--- config.mk ---
export PLATFORM = sky130hd
export DESIGN_NAME = nixie_scroll_sequencer
export DESIGN_NICKNAME = d
export VERILOG_FILES = /design/src/rtl/nss_pkg.sv /design/src/rtl/nixie_scroll_sequencer.sv
export SDC_FILE = /design/constraint.sdc
export NUM_CORES = 1
export LEC_CHECK = 0
export BUFFER_PORTS_ARGS = -buffer_cell sky130_fd_sc_hd__buf_2
export CAP_MARGIN = 20
export CORE_MARGIN = 1.5
export CORE_UTILIZATION = 60
export CTS_CLUSTER_DIAMETER = 150
export DETAILED_ROUTE_END_ITERATION = 7
export PLACE_DENSITY = 0.9
export SLEW_MARGIN = 5
export SYNTH_ARGS = -nofsm -noshare
export SYNTH_HDL_FRONTEND = slang
export SYNTH_SLANG_ARGS = --single-unit
--- constraint.sdc ---
create_clock -name clk -period 28.3 [get_ports clk]
set_input_delay 4.245 -clock clk [delete_from_list [all_inputs] [get_ports clk]]
set_output_delay 4.245 -clock clk [all_outputs]
set_load 0.005 [all_outputs]
--- src/rtl/nss_pkg.sv ---
// nss_pkg: shared types, codes and digit helpers for the nixie scroll sequencer
// no dependencies; used by nixie_scroll_sequencer
package nss_pkg;

	typedef enum logic [1:0] {
		OP_DIRECT = 2'd0,
		OP_SCROLL = 2'd1,
		OP_RAW    = 2'd2,
		OP_TICK   = 2'd3
	} op_t;

	localparam int unsigned DIGITS = 6;
	localparam logic [2:0] LAST_DIGIT = 3'd5;
	localparam logic [2:0] NO_LIMIT = 3'd6;
	localparam logic [7:0] BLANK = 8'd255;
	localparam logic [4:0] SETTLE_MIN = 5'd11;
	localparam logic [15:0] STEP_TICKS_RESET = 16'd15;

	typedef struct packed {
		op_t        op;
		logic [7:0] hours;
		logic [7:0] minutes;
		logic [7:0] seconds;
		logic [7:0] divider;
	} nss_in_t;

	typedef struct packed {
		logic [7:0] hours_byte;
		logic [7:0] minutes_byte;
		logic [7:0] seconds_byte;
		logic [7:0] divider_byte;
		logic       in_scroll;
	} nss_out_t;

	// n / 10 via reciprocal, exact for 8-bit n
	function automatic logic [4:0] div10(input logic [7:0] n);
		logic [15:0] prod;
		prod = 16'(n) * 16'd205;
		return prod[15:11];
	endfunction

	function automatic logic [3:0] mod10_5(input logic [4:0] v);
		logic [4:0] r;
		if (v >= 5'd30)
			r = v - 5'd30;
		else if (v >= 5'd20)
			r = v - 5'd20;
		else if (v >= 5'd10)
			r = v - 5'd10;
		else
			r = v;
		return r[3:0];
	endfunction

	function automatic logic [3:0] tens_digit(input logic [7:0] n);
		return mod10_5(div10(n));
	endfunction

	function automatic logic [3:0] units_digit(input logic [7:0] n);
		logic [7:0] q;
		logic [7:0] r;
		q = {3'b000, div10(n)};
		r = n - (q << 3) - (q << 1);
		return r[3:0];
	endfunction

	function automatic logic [7:0] pair_byte(input logic [7:0] n);
		if (n == BLANK)
			return BLANK;
		return {units_digit(n), tens_digit(n)};
	endfunction

endpackage

--- src/rtl/nixie_scroll_sequencer.sv ---
// nixie_scroll_sequencer: frame generator for three nixie tube pairs and a divider lamp
// depends on nss_pkg
//
// usage:
//  input channel in_valid/in_stall/in_data carries ops: direct time, scrolled time,
//  raw bytes and tick. output channel out_valid/out_stall/out_data carries frames.
//  a transfer happens at a clock edge with valid high and stall low.
//  cfg_we/cfg_wdata write step_ticks, the tick count waited after each scroll frame;
//  write it only while no scroll is running.
//  path: an item passes the input register, then the result register, from which its
//  frame is offered. one item is taken every cycle while in_stall is low; all per-item
//  work is one pass of digit logic between the two registers.
//  a scroll steps one digit per frame and emits the next frame only on ticks;
//  other requests are dropped while a scroll runs.
//  reset (arst_n low) clears the stored time to zero, step_ticks to 15, ends any
//  scroll and empties both registers.
//  when out_stall is high the result holds and in_stall rises once the input
//  register is also full; no transfer is lost.
module nixie_scroll_sequencer (
	input  logic            clk,
	input  logic            arst_n,
	input  logic            in_valid,
	output logic            in_stall,
	input  nss_pkg::nss_in_t  in_data,
	output logic            out_valid,
	input  logic            out_stall,
	output nss_pkg::nss_out_t out_data,
	input  logic            cfg_we,
	input  logic [15:0]     cfg_wdata
);
	import nss_pkg::*;

	logic        vld_s1;
	nss_in_t     in_s1;
	logic        out_valid_q;
	nss_out_t    out_q;
	logic        adv;

	logic [15:0] step_ticks_q;
	logic [7:0]  shown_h_q, shown_m_q, shown_s_q;
	logic [23:0] pending_q;
	logic [3:0]  tgt_q [DIGITS];
	logic [4:0]  cnt_q [DIGITS];
	logic [2:0]  ptr_q;
	logic [7:0]  held_div_q;
	logic [15:0] wait_q;
	logic        busy_q;

	logic [3:0]  fresh_tgt [DIGITS];
	logic [3:0]  fresh_cnt [DIGITS];
	logic [3:0]  tgt_w [DIGITS];
	logic [4:0]  cnt_w [DIGITS];
	logic [4:0]  cnt_nx [DIGITS];
	logic [3:0]  shown_dig [DIGITS];
	logic [DIGITS-1:0] diff, needs;
	logic [2:0]  p_cur, lim, sel_srch, sel;
	logic        found, stay, do_step;
	logic [15:0] wait_load;

	logic        start_scroll, scroll_tick, wait_dec, take_step, do_finish;
	logic        emit;
	nss_out_t    res;

	assign adv = !out_valid_q || !out_stall;
	assign in_stall = vld_s1 && !adv;
	assign out_valid = out_valid_q;
	assign out_data = out_q;

	// digit views of new and stored time
	always_comb begin
		fresh_tgt[0] = tens_digit(in_s1.hours);
		fresh_tgt[1] = units_digit(in_s1.hours);
		fresh_tgt[2] = tens_digit(in_s1.minutes);
		fresh_tgt[3] = units_digit(in_s1.minutes);
		fresh_tgt[4] = tens_digit(in_s1.seconds);
		fresh_tgt[5] = units_digit(in_s1.seconds);
		shown_dig[0] = tens_digit(shown_h_q);
		shown_dig[1] = units_digit(shown_h_q);
		shown_dig[2] = tens_digit(shown_m_q);
		shown_dig[3] = units_digit(shown_m_q);
		shown_dig[4] = tens_digit(shown_s_q);
		shown_dig[5] = units_digit(shown_s_q);
		for (int i = 0; i < DIGITS; i++) begin
			fresh_cnt[i] = shown_dig[i];
		end
	end

	// step selection
	always_comb begin
		p_cur = (ptr_q > LAST_DIGIT) ? LAST_DIGIT : ptr_q;
		for (int i = 0; i < DIGITS; i++) begin
			tgt_w[i] = busy_q ? tgt_q[i] : fresh_tgt[i];
			cnt_w[i] = busy_q ? cnt_q[i] : {1'b0, fresh_cnt[i]};
			diff[i] = cnt_w[i] != {1'b0, tgt_w[i]};
			needs[i] = (mod10_5(cnt_w[i]) != tgt_w[i]) || (cnt_w[i] < SETTLE_MIN);
		end
		stay = busy_q && needs[p_cur];
		lim = busy_q ? p_cur : NO_LIMIT;
		found = 1'b0;
		sel_srch = LAST_DIGIT;
		for (int i = 0; i < DIGITS; i++) begin
			if (diff[i] && (3'(i) < lim)) begin
				found = 1'b1;
				sel_srch = 3'(i);
			end
		end
		sel = stay ? p_cur : sel_srch;
		do_step = stay || found;
		for (int i = 0; i < DIGITS; i++) begin
			cnt_nx[i] = (3'(i) == sel) ? cnt_w[i] + 5'd1 : cnt_w[i];
		end
		wait_load = (step_ticks_q == 16'd0) ? 16'd1 : step_ticks_q;
	end

	// item decode
	always_comb begin
		start_scroll = vld_s1 && !busy_q && (in_s1.op == OP_SCROLL);
		scroll_tick  = vld_s1 && busy_q && (in_s1.op == OP_TICK);
		wait_dec     = scroll_tick && (wait_q > 16'd1);
		take_step    = (start_scroll || (scroll_tick && !wait_dec)) && do_step;
		do_finish    = (start_scroll || (scroll_tick && !wait_dec)) && !do_step;
		emit = 1'b0;
		res = '0;
		if (take_step) begin
			emit = 1'b1;
			res.hours_byte   = {mod10_5(cnt_nx[1]), mod10_5(cnt_nx[0])};
			res.minutes_byte = {mod10_5(cnt_nx[3]), mod10_5(cnt_nx[2])};
			res.seconds_byte = {mod10_5(cnt_nx[5]), mod10_5(cnt_nx[4])};
			res.divider_byte = busy_q ? held_div_q : in_s1.divider;
			res.in_scroll    = 1'b1;
		end else if (vld_s1 && !busy_q) begin
			case (in_s1.op)
				OP_DIRECT: begin
					emit = 1'b1;
					res.hours_byte   = pair_byte(in_s1.hours);
					res.minutes_byte = pair_byte(in_s1.minutes);
					res.seconds_byte = pair_byte(in_s1.seconds);
					res.divider_byte = in_s1.divider;
				end
				OP_RAW: begin
					emit = 1'b1;
					res.hours_byte   = in_s1.hours;
					res.minutes_byte = in_s1.minutes;
					res.seconds_byte = in_s1.seconds;
					res.divider_byte = in_s1.divider;
				end
				default: begin
					emit = 1'b0;
				end
			endcase
		end
	end

	// input and result registers
	always_ff @(posedge clk or negedge arst_n) begin
		if (!arst_n) begin
			vld_s1 <= 1'b0;
			out_valid_q <= 1'b0;
		end else begin
			if (!in_stall)
				vld_s1 <= in_valid;
			if (adv)
				out_valid_q <= vld_s1 && emit;
		end
	end

	always_ff @(posedge clk) begin
		if (in_valid && !in_stall)
			in_s1 <= in_data;
		if (adv && vld_s1 && emit)
			out_q <= res;
	end

	// scroll control state
	always_ff @(posedge clk or negedge arst_n) begin
		if (!arst_n) begin
			step_ticks_q <= STEP_TICKS_RESET;
			shown_h_q <= '0;
			shown_m_q <= '0;
			shown_s_q <= '0;
			ptr_q <= LAST_DIGIT;
			wait_q <= '0;
			busy_q <= 1'b0;
		end else begin
			if (cfg_we)
				step_ticks_q <= cfg_wdata;
			if (adv) begin
				if (wait_dec) begin
					wait_q <= wait_q - 16'd1;
				end else if (take_step) begin
					busy_q <= 1'b1;
					ptr_q <= sel;
					wait_q <= wait_load;
				end else if (do_finish) begin
					busy_q <= 1'b0;
					ptr_q <= LAST_DIGIT;
					wait_q <= '0;
					if (start_scroll) begin
						shown_h_q <= in_s1.hours;
						shown_m_q <= in_s1.minutes;
						shown_s_q <= in_s1.seconds;
					end else begin
						shown_h_q <= pending_q[23:16];
						shown_m_q <= pending_q[15:8];
						shown_s_q <= pending_q[7:0];
					end
				end
			end
		end
	end

	// scroll working set
	always_ff @(posedge clk) begin
		if (adv) begin
			if (start_scroll) begin
				pending_q <= {in_s1.hours, in_s1.minutes, in_s1.seconds};
				held_div_q <= in_s1.divider;
				for (int i = 0; i < DIGITS; i++) begin
					tgt_q[i] <= fresh_tgt[i];
				end
			end
			if (take_step) begin
				for (int i = 0; i < DIGITS; i++) begin
					cnt_q[i] <= cnt_nx[i];
				end
			end
		end
	end

	a_wait_only_busy: assert property (@(posedge clk) disable iff (!arst_n)
		wait_q != 16'd0 |-> busy_q)
		else $error("wait count running while idle");

	a_ptr_range: assert property (@(posedge clk) disable iff (!arst_n)
		busy_q |-> ptr_q <= LAST_DIGIT)
		else $error("digit pointer out of range during scroll");

	a_scroll_frame_busy: assert property (@(posedge clk) disable iff (!arst_n)
		out_valid_q && out_q.in_scroll |-> busy_q)
		else $error("scroll frame pending without a running scroll");

	a_busy_step_waits: assert property (@(posedge clk) disable iff (!arst_n)
		$rose(busy_q) |-> wait_q != 16'd0)
		else $error("scroll started without a wait count");

endmodule
== Word level (Yosys, flattened, before mapping) ==
Memory sizes are Yosys's and may differ from the RTL's.
Index checks and enable logic that the tools add are counted.

* Mux-type cells: 131
* Eq/ne operators: 23
* $lt $le $gt $ge: 69
* $add $sub $neg: 73
* Bitwise logic cells: 2
* Multipliers: 6
* Reduce and logical (&&, ||, !) cells: 46

{| class="wikitable"
|+ Operator list
! cell !! count
|-
| two-way mux 4 bit || 60
|-
| >= comparator 5 bit, second input constant || 36
|-
| subtractor 4 bit, second input constant || 36
|-
| multiplier 8 x 8 -> 16 bit, second input constant || 6
|-
| >= comparator 5 x 4 -> 1 bit, second input constant || 18
|-
| two-way mux 8 bit || 10
|-
| subtractor 4 x 3 -> 4 bit, second input constant || 18
|-
| two-way mux 16 bit || 4
|-
| two-way mux 32 bit || 2
|-
| case mux 32 bit (2 select lines) || 1
|-
| two-way mux 5 bit || 12
|-
| subtractor 4 bit || 12
|-
| two-way mux 3 bit || 11
|-
| adder 5 x 1 -> 5 bit, second input constant || 6
|-
| less-than comparator 5 x 4 -> 1 bit, second input constant || 6
|-
| two-way mux 1 bit || 30
|-
| inequality test 5 x 4 -> 1 bit || 6
|-
| equality test 8 bit, second input constant || 3
|-
| inequality test 4 bit || 6
|-
| logical AND 1 bit || 20
|-
| > comparator 16 x 1 -> 1 bit, second input constant || 1
|-
| zero test 16 bit || 1
|-
| subtractor 16 x 1 -> 16 bit, second input constant || 1
|-
| logical OR 1 bit || 9
|-
| 21 further kinds || 35
|}

* Output and inout port bits: 35
* Bits in writable memories: 54
* Register bits after elaboration: 161
* Memories kept: 2

{| class="wikitable"
|+ Memories
! memory !! words !! bits a word !! read ports !! clocked after memory_dff !! wr ports !! RTL line !! RTL
|-
| cnt_q || 6 || 5 || 6 || 0 || 6 || nixie_scroll_sequencer.sv:43 || <nowiki>logic [4:0] cnt_q [DIGITS];</nowiki>
|-
| tgt_q || 6 || 4 || 6 || 0 || 6 || nixie_scroll_sequencer.sv:42 || <nowiki>logic [3:0] tgt_q [DIGITS];</nowiki>
|}

== Logic depth before layout (Yosys ltp) ==
Gate-level depths: netlist of run 1.

* Depth after elaboration: 23
* Mapped depth: 48

== Worst setup path after synthesis of run 1 ==
Ideal clock, no wire load.

* Kind: input to register
* Start point: input out_stall
* End point: register held_div_q[0], enable pin
* Data arrival time: 9.761 ns
* Path slack: 17.931 ns
* Setup time: 0.608 ns
* Stages: 2
* Path through: and2_0 > nor4_1

* Cells in the longest elaborated chain, start to end: 3

{| class="wikitable"
|+ RTL lines
! what !! RTL line !! RTL
|-
| start, declared || nixie_scroll_sequencer.sv:26 || <nowiki>input logic out_stall,</nowiki>
|-
| zero test 1 bit || nixie_scroll_sequencer.sv:64 || <nowiki>assign adv = !out_valid_q || !out_stall;</nowiki>
|-
| logical OR 1 bit || nixie_scroll_sequencer.sv:64 ||
|-
| AND reduction 2 bit (no line) || - ||
|-
| end signal, assigned || nixie_scroll_sequencer.sv:217 || <nowiki>held_div_q <= in_s1.divider;</nowiki>
|-
| end, declared || nixie_scroll_sequencer.sv:45 || <nowiki>logic [7:0] held_div_q;</nowiki>
|}

No other way between the ends.
A chain may end at the register's enable or synchronous reset.

==> flow_summary.yaml, run 1 <==
status:
  status: "finished, final reports clean"
critical_path:
  arrival_ps: 11620
  crit_fanout: 20
  critPathBufInv: 5
  crit_family: "compound AO/OA/AOI/OAI gates"
  cpPeakStageDelay_ps: 540
  cp_common_cell: "nand2_1"
  cp-start-kind: "flip-flop"
  slowest_stage: "fa_1"
  worst_setup_path_end_kind: "flip-flop"
  critPathRequiredTime_ps: 28620
  path_class: "reg -> reg"
final_layout:
  fillers: 3129
  drive_gt1_share_pct: 10.37
  diodes: 0
  nets: 3211
  area_delta_synth_final_pct: 7.420
clocking:
  cts_resized: 0
  clk_latency_ps: 570
  cts_buffers: 24
  clockBufferDepth: 3
  cts_tree: "built"
  clk_pin_slew_worst_paths_ps: 70
  holdBufCountCts: 0
  post_cts_buffers: 0
  cts.sinks: 215
  root_buffer: "clkbuf_16"
  htree_levels: 1
timing:
  rsz0062_at_grt: "no"
  worst-slew-pin-transition_ps: 1060
  max_freq_mhz: 88.51
  setup_viol: 0
  hold_viol: 0
  period_share_pct: 39.92
  finalSetupTns_ps: 0
  slew_headroom_pct: 27.48
  holdWs_ps: 443.5
  slew_viol_final: 0
  finClkSkew_ps: 28.94
  period_minus_slack_ps: 11300
floorplan:
  initial_core_util_pct: 61.37
  die-height_um: 205.3
  die_w_um: 205.3
  io_pins: 90
  core_area_um2: 40010
  die_area_um2: 42140
  rows: 73
power:
  switching_share_pct: 51.01
  clkPwrFrac_pct: 12.3
  leakagePower_nw: 12.36
  pwr-share-seq_pct: 17.7
  p_int_mw: 1.307
  ir_worst_vdd_uv: 100.1
  cellPowerDensity_nw_per_um2: 101.2
  p_comb_share_pct: 70.0
  power_switching_mw: 1.361
synth:
  ys.flop_type: "edfxtp_1"
  ys_async_sr_fraction_pct: 28.84
  yosysUniqueCellTypes: 127
  postSynthAreaPerCell_um2: 9.261
  synth_enable_flop_cells: 153
  ys_seq_area_share_pct: 25.06
  ys_seq_elements: 215
  synth_area_um2: 24550
  synth_warnings: 0
  syn_nets: 3151
  synthCells: 2651
global_route:
  grt_max_degree: 63
  antenna_found_initial: 0
  grt_pass1_wl_um: 104300
  grtUsageTotal_pct: 30.35
  grt.overflow.total: 0
  grt_pass1_vias: 20830
placed_design:
  hpwl_um: 49510
  gp_congestion: 0.9120
  io_buffers: 89
routing:
  drc: 0
  antenna_left: 0
  dr.first_iter.drc_count: 2417
  firstDrtPassIters: 8
  num_vias: 21490
  via_per_inst: 6.604
  wl_um: 65070
  wire_per_inst_um: 20.00
job:
  drv_cap: 0
worst_hold_path:
  hp-class: "reg -> reg"
[sequential cells by signal, summed over array words and instances, names as in the netlist]
signal	count
tgt_q	24
step_ticks_q	16
out_valid	1
vld_s1	1
held_div_q	8
in_s1	34
busy_q	1
wait_q	16
shown_s_q	8
pending_q	24
out_data	33
shown_m_q	8
shown_h_q	8
cnt_q	30
ptr_q	3
[final cells by class]
class                      count  area (um2)  area share [%]
multi-input combinational   2040       16900           64.09
sequential                   215        6155           23.34
inverter                     321        1206           4.574
tap                          525       656.9           2.491
timing repair buffer         109       650.6           2.467
clock buffer                  32       630.6           2.391
clock inverter                12       170.2          0.6453
[final timing paths]
path,slack [ps],cells past startpoint,endpoint,start
setup / recovery,17000,44,out_data[26],shown_m_q[1]
hold / removal,440,0,held_div_q[1],in_s1[1]
setup reg to reg,17000,44,out_data[26],shown_m_q[1]
hold reg to reg,440,0,held_div_q[1],in_s1[1]
max in group asynchronous,23750,2,busy_q,arst_n
min in group asynchronous,3870,2,wait_q[13],arst_n
[stage by stage]
step                      area [um2]  worst slack, ps  util [%]  power (mW)  instances
after detailed placement       25480            17210     63.68       2.267       3205
after global routing           26370            16240     65.92       2.838       3254
after global placement         25470            17630     63.67       2.196       3204
final                          26370            17000     65.92       2.669       3254
after CTS                      26280            17170     65.68       2.615       3249
after floorplan                24550            17930         -       1.846       2651
[per-layer routing]
metal,vias up,part of all wire [%],track usage (%)
li1,9965,-,-
met1,10300,42,39.78
met2,1017,47,51.25
met3,209,7.5,3.833
met4,0,3.6,11.34
met5,-,0,0
[synth_stat cells, drive strengths merged (11+ instances only)]
cell     count  area share (%)
a31oi       29            0.83
mux2i       69             2.8
fa          63             5.1
o31ai       19            0.62
and2        29            0.74
nand2      197             3.0
o21a        21            0.67
dfrtp       56             5.7
xor2        37             1.4
or2         14            0.36
nand4       35            0.92
and3        31            0.81
clkbuf      49            0.75
mux2        29             1.3
buf         26            0.60
nor2b       16            0.41
nor3        60             1.3
a211oi      24            0.77
o21ai      139             2.8
nand3b      11            0.34
a21o        19            0.58
a2111oi     14            0.78
nor3b       11            0.34
xnor2       81             3.0
o211ai      35             1.2
or3         25            0.64
o31a        12            0.43
a21oi      116             2.5
inv        315             4.8
nand3       82             1.7
edfxtp     153              19
o221ai      33             1.2
nor2       128             2.0
nand2b      11            0.28
ha         382              19
a311oi      11            0.47
a211o       11            0.39
a22oi       16            0.49
nor4        24            0.70
and4        15            0.54
[cell families (layout without fill, tap and decap cells)]
| group | count (synthesis) | in the layout | share of synthesized area (%) |
|---|---|---|---|
| AOI/OAI and AO/OA | 666 | 666 | 20.15 |
| xor gates and xnor gates | 124 | 124 | 4.888 |
| adders and majority gates | 445 | 445 | 24.61 |
| buffers and inverters | 396 | 474 | 6.259 |
| DFF | 215 | 215 | 25.06 |
| muxes | 98 | 98 | 4.159 |
| and+or+nand+nor | 707 | 707 | 14.87 |
[power groups by stage]
stage,Sequential [mW],Combinational (mW),Clock [mW]
after floorplan,0.457,1.39,0
after global placement,0.475,1.72,0
after detailed placement,0.477,1.79,0
after CTS,0.471,1.81,0.331
after global routing,0.478,2.02,0.341
final,0.473,1.87,0.329
[layout by cell type, fill, tap and decap left out, types with 20 or more instances in the layout]
cell / count
clkbuf_16: 24
xor2_1: 35
fa_1: 63
o21a_1: 20
mux2i_1: 68
mux2_2: 27
nor4_1: 21
buf_2: 90
nor2_1: 123
and2_1: 28
nand2_1: 197
inv_1: 308
edfxtp_1: 153
o221ai_1: 32
a31oi_1: 27
o211ai_1: 31
or3_1: 25
and3_1: 30
dfrtp_1: 55
xnor2_1: 79
o21ai_0: 119
a211oi_1: 22
nand3_1: 80
ha_1: 382
nand4_1: 34
a21oi_1: 110
nor3_1: 53
Note: power is estimated with default switching activity, not from simulation.
==> inputs of run 2 (changes only) <==
Settings changed: ABC_AREA set to 1.
Clock period 28.3 ns to 11.7 ns, I/O delays scaled along.
==> flow_summary.yaml, run 2 <==
status:
  status: "finished, final reports clean"
critical_path:
  crit_fanout: 8
  path_class: "reg -> reg"
  worst_setup_path_end_kind: "flip-flop"
  critPathRequiredTime_ps: 11980
  arrival_ps: 8780
  cp-start-kind: "flip-flop"
  cpPeakStageDelay_ps: 830
  slowest_stage: "o21ai_0"
job:
  drv_cap: 0
routing:
  drc: 0
  num_vias: 20870
  wire_per_inst_um: 16.01
  wl_um: 59430
  firstDrtPassIters: 6
  via_per_inst: 5.623
  dr.first_iter.drc_count: 1779
  antenna_left: 0
timing:
  slew_viol_final: 0
  period_minus_slack_ps: 8504
  holdWs_ps: 498.2
  max_freq_mhz: 117.6
  setup_viol: 0
  rsz0062_at_grt: "no"
  worst-slew-pin-transition_ps: 1073
  finClkSkew_ps: 24.02
  hold_viol: 0
  finalSetupTns_ps: 0
  period_share_pct: 72.68
  slew_headroom_pct: 27.73
floorplan:
  rows: 72
  io_pins: 90
  initial_core_util_pct: 60.88
  core_area_um2: 38740
  die_area_um2: 40500
  die-height_um: 201.3
  die_w_um: 201.3
final_layout:
  multi_input_area_um2: 15300
  stdcell_count: 3711
  nets: 3674
  area_delta_synth_final_pct: 8.224
  final_cell_mix: "813 x nand2_1, 491 x inv_1, 382 x ha_1"
  largest_reg_flops: 34
  final_common_cell: "nand2_1"
  regMostFlops: "in_s1"
  register_area_um2: 6155
  fillers: 3071
  drive_gt1_share_pct: 9.962
synth:
  synth_area_leaders: "ha_1 20%, edfxtp_1 19%, nand2_1 13%"
  ys_seq_area_share_pct: 26.09
  synth_warnings: 0
  ys_seq_elements: 215
  synth_top_area_share_pct: 20.27
  ys_async_sr_fraction_pct: 28.84
  syn_nets: 3585
  ys.flop_type: "edfxtp_1"
  synth_enable_flop_cells: 153
  synth_area_um2: 23580
  yosysTopAreaCell: "ha_1"
  synth.most_common_cell: "nand2_1"
  postSynthAreaPerCell_um2: 7.644
  ys_top_cells_by_count: "813 x nand2_1, 492 x inv_1, 382 x ha_1"
  yosysUniqueCellTypes: 60
  synthCells: 3085
clocking:
  cts.sinks: 215
  htree_levels: 1
  cts_resized: 0
  root_buffer: "clkbuf_16"
  cts_buffers: 25
  clk_pin_slew_worst_paths_ps: 60
  clk_latency_ps: 550
  holdBufCountCts: 0
  post_cts_buffers: 0
  clockBufferDepth: 3
  cts_tree: "built"
placed_design:
  gp_congestion: 0.9664
  io_buffers: 89
  hpwl_um: 45170
  dp_cells: 3663
global_route:
  grt.overflow.total: 0
  grtUsageTotal_pct: 29.53
  grt_max_degree: 63
  grt_pass1_vias: 20650
  grt_pass1_wl_um: 98700
  antenna_found_initial: 2
power:
  cellPowerDensity_nw_per_um2: 240.3
  ir_worst_vdd_uv: 193.9
  leakagePower_nw: 13.58
worst_hold_path:
  hp-class: "reg -> reg"
[run 2: cell count changes after synthesis, sizes merged, moves of 33 or more]
cell,before,now
nor2,128,182
o221ai,33,0
inv,315,519
nand2,197,873
xnor2,81,20
nand3,82,236
mux2i,69,12
o21ai,139,182
nor3,60,6
xor2,37,70
[run 2: power breakdown]
| part | switching [mW] | total [mW] | internal [mW] |
|---|---|---|---|
| sequential | 0.0995 | 1.15 | 1.05 |
| combinational | 2.80 | 4.17 | 1.37 |
| clock | 0.328 | 0.815 | 0.488 |
[run 2: per-layer routing]
| metal | vias up | wire, um | GRT usage, % |
|---|---|---|---|
| met5 | - | 0 | 0 |
| met4 | 0 | 2708 | 12.71 |
| met3 | 202 | 4484 | 4.098 |
| met2 | 876 | 27810 | 50.65 |
| met1 | 9562 | 24430 | 37.27 |
| li1 | 10230 | - | - |
[run 2: cells by family (layout without fill, tap and decap cells)]
| kind of cell | after synthesis | in the layout | share of synthesized area, % |
|---|---|---|---|
| compound gates | 363 | 363 | 9.035 |
| xor+xnor | 90 | 90 | 3.374 |
| fa+ha+maj | 445 | 445 | 25.62 |
| buf+inv | 567 | 674 | 9.205 |
| flops | 215 | 215 | 26.09 |
| mux | 12 | 12 | 0.5094 |
| other cells | 0 | 1 | 0 |
| simple gates | 1393 | 1393 | 26.17 |
[run 2: critical path, delay by kind of cell, from the launching register on]
family / cells / cell delay [ps]
buffers and inverters: 7 / 780
flip-flops: 1 / 460
AO/OA/AOI/OAI: 6 / 1840
adder cells (fa/ha/maj): 8 / 3190
AND/OR/NAND/NOR: 16 / 1960
[run 2: stage by stage]
| stage | instance area, um2 | setup slack, ps | total power [mW] | util, % |
|---|---|---|---|---|
| final | 25520 | 3196 | 6.133 | 65.89 |
| after global routing | 25520 | 2537 | 6.696 | 65.88 |
| after CTS | 25470 | 3318 | 6.046 | 65.76 |
| after detailed placement | 24640 | 3527 | 5.163 | 63.60 |
| after global placement | 24610 | 3470 | 5.034 | 63.53 |
| after floorplan | 23580 | 3625 | 4.232 | - |
[run 2: final cells by class]
class                      instances  share of cell area [%]
antenna                            1                0.009805
clock buffer                      32                   2.593
tap                              518                   2.539
inverter                         525                   7.741
clock inverter                    13                  0.6765
timing repair buffer             104                   2.392
sequential                       215                   24.12
multi-input combinational       2303                   59.93
[run 2: path summary, 6_finish.rpt]
| path | from | endpoint | slack (ps) | depth (start not counted) |
|---|---|---|---|---|
| worst max-delay path | shown_s_q[1] | out_data[30] | 3200 | 37 |
| worst min-delay path | step_ticks_q[2] | step_ticks_q[2] | 500 | 2 |
| worst max register to register | shown_s_q[1] | out_data[30] | 3200 | 37 |
| worst min register to register | step_ticks_q[2] | step_ticks_q[2] | 500 | 2 |
| max in group asynchronous | arst_n | busy_q | 9660 | 2 |
| min in group asynchronous | arst_n | wait_q[5] | 1420 | 2 |
